### src/hw/rtl/rti_pkg.sv
package rti_pkg;

  localparam int unsigned PIXEL_W = 32;
  localparam int unsigned CHAN_W = 8;
  localparam int unsigned DIM_W = 13;
  localparam int unsigned POS_W = 12;
  localparam int unsigned CFG_IDX_W = 2;
  localparam int unsigned CFG_DATA_W = 13;
  localparam int unsigned SUM_W = 18;
  localparam int unsigned MAX_DIM_DEFAULT = 4096;

  localparam logic [CFG_IDX_W-1:0] REG_PIXEL_FORMAT = 2'd0;
  localparam logic [CFG_IDX_W-1:0] REG_LINE_WIDTH = 2'd1;
  localparam logic [CFG_IDX_W-1:0] REG_LINE_COUNT = 2'd2;

  localparam logic FMT_RGB565 = 1'b0;
  localparam logic FMT_XRGB8888 = 1'b1;

  localparam logic [DIM_W-1:0] LINE_WIDTH_RESET = 13'd240;
  localparam logic [DIM_W-1:0] LINE_COUNT_RESET = 13'd160;

  localparam logic signed [SUM_W-1:0] Y_R = 18'sd66;
  localparam logic signed [SUM_W-1:0] Y_G = 18'sd129;
  localparam logic signed [SUM_W-1:0] Y_B = 18'sd25;
  localparam logic signed [SUM_W-1:0] CB_R = -18'sd38;
  localparam logic signed [SUM_W-1:0] CB_G = -18'sd74;
  localparam logic signed [SUM_W-1:0] CB_B = 18'sd112;
  localparam logic signed [SUM_W-1:0] CR_R = 18'sd112;
  localparam logic signed [SUM_W-1:0] CR_G = -18'sd94;
  localparam logic signed [SUM_W-1:0] CR_B = -18'sd18;
  localparam logic signed [SUM_W-1:0] ROUND_BIAS = 18'sd128;
  localparam logic signed [SUM_W-1:0] LUMA_OFFSET = 18'sd16;
  localparam logic signed [SUM_W-1:0] CHROMA_OFFSET = 18'sd128;

  function automatic logic [CHAN_W-1:0] finish_sample(
    input logic signed [SUM_W-1:0] sum,
    input logic signed [SUM_W-1:0] offset
  );
    logic signed [SUM_W-1:0] q;
    q = (sum >>> 8) + offset;
    if (q < 0) begin
      return '0;
    end else if (q > 18'sd255) begin
      return '1;
    end
    return q[CHAN_W-1:0];
  endfunction

endpackage

### src/hw/rtl/rgb_to_i420_converter.sv
// RGB to I420 pixel converter.
// Pixels enter in raster order on the in_ channel, one item per pixel, and
// each yields one item on the out_ channel: its luma, its column and row, a
// frame end flag, and at even columns of even rows a Cb/Cr pair taken from
// that pixel alone. Both channels move an item at a clock edge with valid
// high and stall low.
// The cfg_ channel writes pixel_format, line_width and line_count; it is
// always ready and is meant to be written only while no item is in flight.
// An accepted item passes through the middle stage and then into the output
// register, where its result can be taken. One item can be accepted every
// cycle while in_stall is low; the throughput is one pixel per clock, set by
// the two register stages that each hold one item.
// When the receiver stalls, the output item holds, the middle stage fills,
// and then in_stall rises in the same cycle until the output frees up.
// Synchronous reset (rst_n low) empties both stages, restores the register
// defaults (RGB565, 240 by 160) and sets the column and row counters to 0.
module rgb_to_i420_converter #(
  parameter int unsigned MAX_DIM = rti_pkg::MAX_DIM_DEFAULT
) (
  input  logic                             clk,
  input  logic                             rst_n,
  input  logic                             in_valid,
  output logic                             in_stall,
  input  logic [rti_pkg::PIXEL_W-1:0]      in_pixel_word,
  output logic                             out_valid,
  input  logic                             out_stall,
  output logic [rti_pkg::CHAN_W-1:0]       out_luma,
  output logic                             out_chroma_valid,
  output logic [rti_pkg::CHAN_W-1:0]       out_cb_value,
  output logic [rti_pkg::CHAN_W-1:0]       out_cr_value,
  output logic [rti_pkg::POS_W-1:0]        out_column,
  output logic [rti_pkg::POS_W-1:0]        out_row,
  output logic                             out_frame_end,
  input  logic                             cfg_valid,
  output logic                             cfg_ready,
  input  logic [rti_pkg::CFG_IDX_W-1:0]    cfg_index,
  input  logic [rti_pkg::CFG_DATA_W-1:0]   cfg_data
);
  import rti_pkg::*;

  localparam logic [DIM_W-1:0] DIM_CAP = DIM_W'((MAX_DIM < 8191) ? MAX_DIM : 8191);

  logic              pixel_format_r;
  logic [DIM_W-1:0]  line_width_r;
  logic [DIM_W-1:0]  line_count_r;
  logic [POS_W-1:0]  col_r;
  logic [POS_W-1:0]  row_r;
  logic [POS_W-1:0]  col_nxt;
  logic [POS_W-1:0]  row_nxt;

  logic              s1_valid_r;
  logic [CHAN_W-1:0] s1_red_r;
  logic [CHAN_W-1:0] s1_green_r;
  logic [CHAN_W-1:0] s1_blue_r;
  logic [POS_W-1:0]  s1_col_r;
  logic [POS_W-1:0]  s1_row_r;
  logic              s1_chroma_r;
  logic              s1_frame_end_r;

  logic              out_valid_r;
  logic [CHAN_W-1:0] out_luma_r;
  logic              out_chroma_r;
  logic [CHAN_W-1:0] out_cb_r;
  logic [CHAN_W-1:0] out_cr_r;
  logic [POS_W-1:0]  out_col_r;
  logic [POS_W-1:0]  out_row_r;
  logic              out_frame_end_r;

  logic              out_en;
  logic              s1_en;
  logic              in_accept;
  logic [CHAN_W-1:0] red;
  logic [CHAN_W-1:0] green;
  logic [CHAN_W-1:0] blue;
  logic [DIM_W-1:0]  width_sat;
  logic [DIM_W-1:0]  height_sat;
  logic [DIM_W-1:0]  col_inc;
  logic [DIM_W-1:0]  row_inc;
  logic              last_col;
  logic              last_row;

  logic signed [SUM_W-1:0] red_s;
  logic signed [SUM_W-1:0] green_s;
  logic signed [SUM_W-1:0] blue_s;
  logic signed [SUM_W-1:0] y_sum;
  logic signed [SUM_W-1:0] cb_sum;
  logic signed [SUM_W-1:0] cr_sum;

  assign cfg_ready = 1'b1;

  always_ff @(posedge clk) begin
    if (!rst_n) begin
      pixel_format_r <= FMT_RGB565;
      line_width_r <= LINE_WIDTH_RESET;
      line_count_r <= LINE_COUNT_RESET;
    end else if (cfg_valid && cfg_ready) begin
      unique case (cfg_index)
        REG_PIXEL_FORMAT: pixel_format_r <= cfg_data[0];
        REG_LINE_WIDTH:   line_width_r <= cfg_data;
        REG_LINE_COUNT:   line_count_r <= cfg_data;
        default: ;
      endcase
    end
  end

  assign out_en = !out_valid_r || !out_stall;
  assign s1_en = !s1_valid_r || out_en;
  assign in_stall = !s1_en;
  assign in_accept = in_valid && !in_stall;

  always_comb begin
    if (pixel_format_r == FMT_XRGB8888) begin
      red = in_pixel_word[23:16];
      green = in_pixel_word[15:8];
      blue = in_pixel_word[7:0];
    end else begin
      red = {in_pixel_word[15:11], 3'b000};
      green = {in_pixel_word[10:5], 2'b00};
      blue = {in_pixel_word[4:0], 3'b000};
    end
  end

  always_comb begin
    if (line_width_r == '0) begin
      width_sat = DIM_W'(1);
    end else if (line_width_r > DIM_CAP) begin
      width_sat = DIM_CAP;
    end else begin
      width_sat = line_width_r;
    end
    if (line_count_r == '0) begin
      height_sat = DIM_W'(1);
    end else if (line_count_r > DIM_CAP) begin
      height_sat = DIM_CAP;
    end else begin
      height_sat = line_count_r;
    end
    col_inc = {1'b0, col_r} + DIM_W'(1);
    row_inc = {1'b0, row_r} + DIM_W'(1);
    last_col = col_inc >= width_sat;
    last_row = row_inc >= height_sat;
    if (last_col) begin
      col_nxt = '0;
      row_nxt = last_row ? '0 : row_inc[POS_W-1:0];
    end else begin
      col_nxt = col_inc[POS_W-1:0];
      row_nxt = row_r;
    end
  end

  always_ff @(posedge clk) begin
    if (!rst_n) begin
      col_r <= '0;
      row_r <= '0;
      s1_valid_r <= 1'b0;
    end else begin
      if (in_accept) begin
        col_r <= col_nxt;
        row_r <= row_nxt;
      end
      if (s1_en) begin
        s1_valid_r <= in_valid;
      end
    end
  end

  always_ff @(posedge clk) begin
    if (in_accept) begin
      s1_red_r <= red;
      s1_green_r <= green;
      s1_blue_r <= blue;
      s1_col_r <= col_r;
      s1_row_r <= row_r;
      s1_chroma_r <= !col_r[0] && !row_r[0];
      s1_frame_end_r <= last_col && last_row;
    end
  end

  always_comb begin
    red_s = $signed({{(SUM_W-CHAN_W){1'b0}}, s1_red_r});
    green_s = $signed({{(SUM_W-CHAN_W){1'b0}}, s1_green_r});
    blue_s = $signed({{(SUM_W-CHAN_W){1'b0}}, s1_blue_r});
    y_sum = Y_R * red_s + Y_G * green_s + Y_B * blue_s + ROUND_BIAS;
    cb_sum = CB_R * red_s + CB_G * green_s + CB_B * blue_s + ROUND_BIAS;
    cr_sum = CR_R * red_s + CR_G * green_s + CR_B * blue_s + ROUND_BIAS;
  end

  always_ff @(posedge clk) begin
    if (!rst_n) begin
      out_valid_r <= 1'b0;
    end else if (out_en) begin
      out_valid_r <= s1_valid_r;
    end
  end

  always_ff @(posedge clk) begin
    if (out_en && s1_valid_r) begin
      out_luma_r <= finish_sample(y_sum, LUMA_OFFSET);
      out_chroma_r <= s1_chroma_r;
      out_cb_r <= s1_chroma_r ? finish_sample(cb_sum, CHROMA_OFFSET) : '0;
      out_cr_r <= s1_chroma_r ? finish_sample(cr_sum, CHROMA_OFFSET) : '0;
      out_col_r <= s1_col_r;
      out_row_r <= s1_row_r;
      out_frame_end_r <= s1_frame_end_r;
    end
  end

  assign out_valid = out_valid_r;
  assign out_luma = out_luma_r;
  assign out_chroma_valid = out_chroma_r;
  assign out_cb_value = out_cb_r;
  assign out_cr_value = out_cr_r;
  assign out_column = out_col_r;
  assign out_row = out_row_r;
  assign out_frame_end = out_frame_end_r;

  // Chroma appears only on even columns of even rows, and is zero elsewhere.
  assert property (@(posedge clk) disable iff (!rst_n)
    out_valid && out_chroma_valid |-> !out_column[0] && !out_row[0])
    else $error("chroma given at an odd position");

  assert property (@(posedge clk) disable iff (!rst_n)
    out_valid && !out_chroma_valid |-> out_cb_value == '0 && out_cr_value == '0)
    else $error("chroma not cleared without chroma_valid");

  // The pixel that ends a frame sends both counters back to the origin.
  assert property (@(posedge clk) disable iff (!rst_n)
    in_accept && last_col && last_row |=> col_r == '0 && row_r == '0)
    else $error("counters did not wrap at frame end");

  // A middle-stage item that cannot move on is kept.
  assert property (@(posedge clk) disable iff (!rst_n)
    s1_valid_r && !out_en |=> s1_valid_r && $stable(s1_col_r) && $stable(s1_row_r))
    else $error("middle-stage item lost under stall");

endmodule
### config.mk
export PLATFORM = sky130hd
export DESIGN_NAME = rgb_to_i420_converter
export DESIGN_NICKNAME = d
export VERILOG_FILES = /design/src/hw/rtl/rti_pkg.sv /design/src/hw/rtl/rgb_to_i420_converter.sv
export SDC_FILE = /design/constraint.sdc
export NUM_CORES = 1
export LEC_CHECK = 0
export BUFFER_PORTS_ARGS = -buffer_cell sky130_fd_sc_hd__buf_4
export CAP_MARGIN = 30
export CORE_MARGIN = 2
export CORE_UTILIZATION = 45
export CTS_CLUSTER_SIZE = 14
export DETAILED_ROUTE_END_ITERATION = 12
export GPL_ROUTABILITY_DRIVEN = 0
export GPL_TIMING_DRIVEN = 1
export SLEW_MARGIN = 10
export SYNTH_ARGS = -nofsm -noshare
export SYNTH_HDL_FRONTEND = slang
export SYNTH_SLANG_ARGS = --single-unit
### constraint.sdc
create_clock -name clk -period 19.2 [get_ports clk]
set_clock_uncertainty 0.2 [all_clocks]
set_input_delay 1.92 -clock clk [delete_from_list [all_inputs] [get_ports clk]]
set_output_delay 1.92 -clock clk [all_outputs]
set_load 0.05 [all_outputs]
==> impl_metrics.ini, run 1 <==
[status]
status = finished clean

[route]
drt_wl_total_um = 35200
via_per_inst = 5.22
drtIter0Drc = 536
wl_met3_um = 926
wl_met1_um = 16100
drtAntennaViolNets = 0
wl_met2_um = 17500
first_pass_iters = 5
drt-wirelength-per-cell_um = 16.5
drc_errors = 0
top_layer = met5
vias = 11200

[setup_path]
worstPathRequired_ps = 19200
endpoint = out_cb_value[4]
crit_path_start = s1_red_r[5]
cp_slowest_cell = edfxtp_1
crit_top_cell = ha_1
worst_setup_path_end_kind = flop
rr_endpoint = out_cb_value[4]
r2r_slack_ps = 11150
reg2reg_from = s1_red_r[5]
worstRegToRegCells = 28
path_class = reg -> reg
cpPeakStageDelay_ps = 840
arrival_ps = 8050
startpoint_type = flop
crit_fanout = 11

[sta]
fin_crit_ps = 8050
clock.fmax_ghz = 0.124
drv_slew = 0
relSlewSlack_pct = 47.6
tightestPinTransition_ps = 784
fin_crit_sh_pct = 41.9
setup_ws_ps = 11150
hold_viol_final = 0
tns_ps = 0
rsz0062_at_grt = no
setup_violations = 0

[cts]
post-cts-setup-buffers = 0
tritoncts = yes
cts-resized-gates = 0
cts-root-buf = clkbuf_16
cts-buffers-inserted = 17
cts_max_level = 4
path_clk_slew_ps = 80
cts_buffer_depth = 2
cts_sinks = 153
cts_hold_buf = 0
insertion_delay_ps = 450

[finish]
fin_util_pct = 51.1
area_delta_synth_final_pct = 11.8
ff_latch_area_sq_um = 4060
drive_above_1_share_pct = 10.1
instances_no_fill = 2141
n_antenna_cell = 0
layout.nets = 2158
multi_input_area_sq_um = 10800
fillCellCount = 3162

[global_route]
grt_pass1_wl_um = 57600
grt_usage_pct = 20.3
grt_start_max_net_pins = 55
antenna_found_initial = 1
grt_pass1_vias = 11400
grt_overflow_total = 0

[logic_synthesis]
synth_cells = 1575
synth_fp_nets = 2060
synth_edf_count = 100
async_flop_share_pct = 0
avgSynthCellArea_sq_um = 10.1
ys_seq_area_share_pct = 25.7
syn-cell-area_sq_um = 15800
ys.flop_type = edfxtp_1
ys_warn_count = 0
synth-seq-cells = 153
yosys.cell_types.count = 72

[floorplanning]
initial_utilization_pct = 45.7
core_area_sq_um = 34600
die_w_um = 192
placementRows = 68
dieArea_sq_um = 36700
die_h_um = 192
ioPinCount = 105

[placement]
dp_cells = 2108
numPortBuffers = 95
dp_slack_ps = 11140
hpwlAfterDp_um = 27700

[run]
maxCapViolCount = 0

[hold_path]
hp-class = reg -> reg
worst max-delay path: cells and delay by family (launching register included):
family,cells,cell delay (ps)
simple gates,5,850
xor+xnor,4,540
compound gates,7,1590
buf+inv,3,340
flops,1,840
fa+ha+maj,9,3440
synth_stat cells, types with 8 or more instances:
master | count | area [sq um]
a21boi_0 | 8 | 60.1
a21o_1 | 21 | 158
a21oi_1 | 107 | 536
a31oi_1 | 9 | 56.3
and2_1 | 9 | 56.3
clkbuf_1 | 21 | 78.8
dfxtp_1 | 53 | 1060
edfxtp_1 | 100 | 3000
fa_1 | 108 | 2160
ha_1 | 325 | 4070
inv_1 | 244 | 916
mux2_2 | 16 | 180
nand2_1 | 124 | 465
nand2b_1 | 12 | 75.1
nand3_1 | 36 | 180
nor2_1 | 55 | 206
nor2b_1 | 12 | 75.1
nor3_1 | 15 | 75.1
o21ai_0 | 36 | 180
o21bai_1 | 20 | 150
o22ai_1 | 15 | 93.8
or3_1 | 20 | 125
xnor2_1 | 68 | 596
xor2_1 | 36 | 315
sequential cells by signal (all words and copies together) (netlist names), 12 cells and up:
| signal | cells |
|---|---|
| line_width_r | 13 |
| s1_col_r | 12 |
| s1_row_r | 12 |
| out_column | 12 |
| line_count_r | 13 |
| row_r | 12 |
| out_row | 12 |
| col_r | 12 |
metal layers:
| metal | global-route usage, % | vias up |
|---|---|---|
| li1 | - | 5624 |
| met3 | 2.63 | 42 |
| met4 | 6.12 | 2 |
| met2 | 36.0 | 154 |
| met5 | 0 | - |
| met1 | 25.7 | 5364 |
cell usage in the layout, fill, tap and decap left out, types with 4 or more instances in the layout:
master     instances
dfxtp_1           53
a31oi_1            9
fa_1             108
a211oi_1           5
or2_2              4
nand2_1          124
ha_1             325
o21bai_1          20
buf_4            100
o21a_1             5
nand3_1           36
nor4b_1            4
inv_8              4
and2_1             9
edfxtp_1         100
nor3_1            15
mux2_2            16
nor3b_1            4
xnor2_1           68
a21o_1            21
or3_1             20
xor2_1            36
o21ai_0           35
nor2b_1           12
o22ai_1           15
nor2_1            55
inv_1            243
nand2b_1          12
clkbuf_16         17
a21boi_0           7
and3_1             7
nand3b_1           4
nand4_1            7
a21oi_1          107
inv_6              4
nor4_1             5
a41o_1             7
o31ai_1            4
final cells by class:
cell class	count	share of cell area, %
sequential	153	23.0
tap	455	3.22
timing repair buffer	101	4.33
clock inverter	15	1.01
multi-input combinational	1156	60.9
clock buffer	17	2.40
inverter	244	5.18
logic make-up (layout without fill, tap and decap cells):
family	count (synthesis)	in the layout	share of synthesized area, %
fa+ha+maj	433	433	39.3
compound gates	270	270	11.2
flops	153	153	25.7
mux	19	19	1.35
simple gates	326	326	9.94
buf+inv	266	377	6.33
xor+xnor	107	107	6.18
other cells	1	1	0.0237
worst min-delay path by stage:
stage	cells past startpoint	slack [ps]	end	start
CTS	0	220	out_row[2]	s1_row_r[2]
global route	0	220	out_row[10]	s1_row_r[10]
detailed placement	0	210	out_row[2]	s1_row_r[2]
global placement	0	200	out_row[4]	s1_row_r[4]
floorplan	0	200	out_column[0]	s1_col_r[0]
finish	0	220	out_row[4]	s1_row_r[4]
metrics by stage:
step                      area, sq um  hold slack [ps]
after detailed placement        17100              205
after global routing            17700              225
after global placement          17100              201
final                           17700              218
after floorplan                 15800              200
after CTS                       17700              219
Power of run 1 is not shown: default switching activity piles up to over one toggle a cycle in this logic, so the estimate is an artifact.
==> run 2, diff against run 1 <==
clock period = 6.6 ns   (was 19.2 ns; I/O delays follow)
==> run 2 against run 1 <==
Net effect:
- the run now ends with negative setup slack left
- design area is 12% higher
- first-iteration DRC count shrank 13%
- highest routed layer unchanged
- wire length grew 7.7%
- non-clock buffer count rose by 167
- fmax up 17%
- critical path depth increased by 2
- sequential share of layout area shrank 2.5 points
==> impl_metrics.ini, run 2 (synthesis gave the netlist of run 1 again) <==
[route]
first_pass_iters = 5
vias = 12100
drc_errors = 0
drt-wirelength-per-cell_um = 16.4
drtAntennaViolNets = 0
via_per_inst = 5.22
drt_wl_total_um = 37900
drtIter0Drc = 464

[cts]
cts-buffers-inserted = 17
tritoncts = yes
cts-root-buf = clkbuf_16
path_clk_slew_ps = 80
cts_sinks = 153
insertion_delay_ps = 450
cts_max_level = 4
cts_buffer_depth = 2

[sta]
setup_violations = 8
drv_slew = 0
setup_ws_ps = -266
rsz0062_at_grt = yes
hold_viol_final = 0
clock.fmax_ghz = 0.146
relSlewSlack_pct = 37.5
fin_crit_ps = 6870
fin_crit_sh_pct = 104
tightestPinTransition_ps = 938
tns_ps = -1450

[finish]
multi_input_area_sq_um = 11600
n_antenna_cell = 0
area_delta_synth_final_pct = 25.4
biggestRegsByFlops = line_count_r (13), line_width_r (13)
ff_latch_area_sq_um = 4060
layout_common_cells = ha_1 (275), buf_4 (261), inv_1 (221)
fillCellCount = 2983
drive_above_1_share_pct = 25.4
layout.nets = 2325
final_common_cell = ha_1

[run]
maxCapViolCount = 0

[hold_path]
hp-class = reg -> reg

[global_route]
grt_overflow_total = 0
grt_pass1_wl_um = 61300
antenna_found_initial = 1
grt_pass1_vias = 12400
grt_usage_pct = 21.4
grt_start_max_net_pins = 55

[status]
violations = negative setup slack
status = finished, violations left

[placement]
numPortBuffers = 95
hpwlAfterDp_um = 30400

[floorplanning]
die_w_um = 192
dieArea_sq_um = 36700
initial_utilization_pct = 45.7
placementRows = 68
die_h_um = 192
core_area_sq_um = 34600
ioPinCount = 105

[setup_path]
crit_top_cell = ha_4
cp_slowest_cell = fa_1
crit_fanout = 4
arrival_ps = 6850
cpPeakStageDelay_ps = 550
worstPathRequired_ps = 6580
path_class = reg -> reg
worst_setup_path_end_kind = flop
startpoint_type = flop
-- run 2: area by class of cell --
type	instances	share of cell area [%]
timing repair buffer	268	10.3
clock inverter	15	1.01
tap	455	2.87
multi-input combinational	1156	58.6
sequential	153	20.5
clock buffer	17	2.14
inverter	244	4.65
-- run 2: metal layers --
layer | GRT usage (%) | vias to the layer above | part of all wire, %
met1 | 26.7 | 5890 | 45
met3 | 2.74 | 42 | 2.4
met5 | 0 | - | 0.042
met4 | 6.15 | 2 | 2.0
li1 | - | 5960 | -
met2 | 38.7 | 157 | 51
-- run 2: worst max-delay path, delay by kind of cell (launching register included) --
kind	cells	cell delay, ps
buffers and inverters	4	270
DFF	1	520
and+or+nand+nor	5	870
xor gates and xnor gates	4	580
AOI/OAI and AO/OA	8	1080
adders and majority gates	9	3060
-- run 2: path summary, 6_finish.rpt --
path | startpoint | cells after the start | slack, ps | to
worst min-delay path | s1_col_r[4] | 0 | 220 | out_column[4]
worst max-delay path | s1_red_r[4] | 30 | -270 | out_cb_value[6]
worst max register to register | s1_red_r[4] | 30 | -270 | out_cb_value[6]
worst min register to register | s1_col_r[4] | 0 | 220 | out_column[4]
-- run 2: through the flow --
stage	instance area, sq um	std cells	util (%)	setup slack, ps	hold slack (ps)
after floorplan	16100	1575	-	9.65	200
after global placement	18400	2243	53.0	-248	204
after detailed placement	18400	2244	53.1	-420	206
after CTS	19400	2295	56.1	-202	211
after global routing	19800	2308	57.3	-534	227
final	19800	2308	57.3	-266	216
-- run 2: what timing repair did --
item / CTS / global route
buffers inserted: 19 / 13
hold buffers: 0 / 0
gates resized for setup: 57 / 51
pin swaps: 60 / 71
setup endpoints to repair: 24 / 24
Power of run 2 is left out for the same reason.
==> run 3, diff against run 2 <==
--- a/config.mk
+++ b/config.mk
@@ -15,2 +15,3 @@
 export GPL_TIMING_DRIVEN = 1
+export SETUP_SLACK_MARGIN = 0.1
 export SLEW_MARGIN = 10
==> constraint.sdc (replaced) <==
create_clock -name clk -period 6.6 [get_ports clk]
set_clock_uncertainty 0.2 [all_clocks]
set_input_delay 1.32 -clock clk [delete_from_list [all_inputs] [get_ports clk]]
set_output_delay 1.32 -clock clk [all_outputs]
set_load 0.05 [all_outputs]
==> run 3 against run 2 <==
Net effect:
- clock-buffer cell count rose by 5
- hold slack got worse by 3.7 ps
- critical endpoint unchanged
- global-route usage rose by 0.16 points
- fmax rose by 1.4%
- the flow still finishes with violations (negative setup slack)
- worst setup slack improved by 92 ps
- register-to-register slack improved by 90 ps
- design area fell by 0.55%
==> impl_metrics.ini, run 3 (synthesis gave the netlist of run 1 again) <==
[setup_path]
startpoint_type = flop
crit_fanout = 4
crit_top_cell = a21oi_2
reg2reg_from = s1_red_r[3]
arrival_ps = 6750
crit_path_start = s1_red_r[3]
path_class = reg -> reg
cpPeakStageDelay_ps = 560
worstPathRequired_ps = 6580
cp_slowest_cell = fa_1
worst_setup_path_end_kind = flop

[cts]
cts-root-buf = clkbuf_16
insertion_delay_ps = 450
cts_hold_buf = 0
cts_buffer_depth = 2
cts_sinks = 153
path_clk_slew_ps = 70
cts-buffers-inserted = 17
cts_max_level = 4
tritoncts = yes

[global_route]
use_met1_pct = 26.3
grt_start_max_net_pins = 40
grt_pass1_vias = 12400
grt_usage_pct = 21.6
grt_use_met3_pct = 3.27
use_met2_pct = 38.9
grt_pass1_wl_um = 61300
busiest_layer = met2
grt_overflow_total = 0
antenna_found_initial = 0

[route]
drt-wirelength-per-cell_um = 16.3
drt_wl_total_um = 37600
first_pass_iters = 5
via_per_inst = 5.13
drtIter0Drc = 444
drc_errors = 0
drtAntennaViolNets = 0
vias = 11800

[floorplanning]
placementRows = 68
die_h_um = 192
die_w_um = 192
core_area_sq_um = 34600
initial_utilization_pct = 45.7
dieArea_sq_um = 36700
ioPinCount = 105

[placement]
placed_area_sq_um = 18500
hpwlAfterDp_um = 30100
numPortBuffers = 95

[hold_path]
hp-class = reg -> reg
min_from = s1_row_r[6]

[sta]
fin_crit_sh_pct = 103
setup_ws_ps = -174
relSlewSlack_pct = 39.8
tightestPinTransition_ps = 902
rsz0062_at_grt = yes
drv_slew = 0
hold_viol_final = 0
setup_violations = 14
clock.fmax_ghz = 0.148
fin_crit_ps = 6770

[finish]
drive_above_1_share_pct = 24.8
biggestRegsByFlops = line_count_r (13), line_width_r (13)
layout_common_cells = ha_1 (283), buf_4 (258), inv_1 (226)
fin_area_sq_um = 19700
layout.nets = 2321
n_antenna_cell = 0
final_common_cell = ha_1
area_delta_synth_final_pct = 24.7

[status]
status = finished, violations left
violations = negative setup slack

[run]
maxCapViolCount = 0
## run 3: changes by cell type in the layout (fill, tap and decap cells not counted), moves of 4 or more
cell,change
xnor2_1,-4
xnor2_2,+4
ha_4,-8
ha_1,+8
inv_1,+5
## run 3: final timing paths
path	cells after the start	endpoint	slack, ps
hold / removal	0	out_row[6]	210
setup / recovery	28	out_cb_value[6]	-170
setup reg to reg	28	out_cb_value[6]	-170
hold reg to reg	0	out_row[6]	210
## run 3: per-layer routing
layer,up-vias,share of wire (%)
met5,-,0
met4,0,2.4
met3,44,2.9
met2,157,50
met1,5676,44
li1,5945,-
## run 3: worst max-delay path: cells and delay by family, from the launching register on
kind | cells | cell delay [ps]
AOI/OAI and AO/OA | 8 | 990
DFF | 1 | 500
adders and majority gates | 9 | 3220
buffers and inverters | 2 | 180
and+or+nand+nor | 5 | 840
xor gates and xnor gates | 4 | 580
## run 3: what timing repair did
| item | in CTS | in global routing |
|---|---|---|
| endpoints found under the setup margin | 24 | 24 |
| resized for setup | 67 | 23 |
| pin swaps | 88 | 26 |
| setup buffers | 20 | 5 |
## run 3: through the flow
| stage | util (%) | setup TNS (ps) | setup slack, ps | hold slack [ps] | cells |
|---|---|---|---|---|---|
| final | 57.0 | -1040 | -174 | 212 | 2304 |
| after global placement | 53.3 | -3210 | -299 | 201 | 2247 |
| after floorplan | - | 0 | 15.7 | 200 | 1575 |
| after CTS | 56.5 | -1600 | -193 | 212 | 2299 |
| after detailed placement | 53.3 | -5110 | -424 | 205 | 2247 |
| after global routing | 57.0 | -6980 | -537 | 213 | 2304 |
## run 3: layout make-up
type                            instances  area, sq um
Timing Repair Buffer                  264         2000
Fill cell                            2963        14900
Clock buffer                           22          495
Inverter                              244          916
Multi-Input combinational cell       1156        11600
Tap cell                              455          569
Clock inverter                         10         97.6
Sequential cell                       153         4060
Power of run 3 is left out for the same reason.
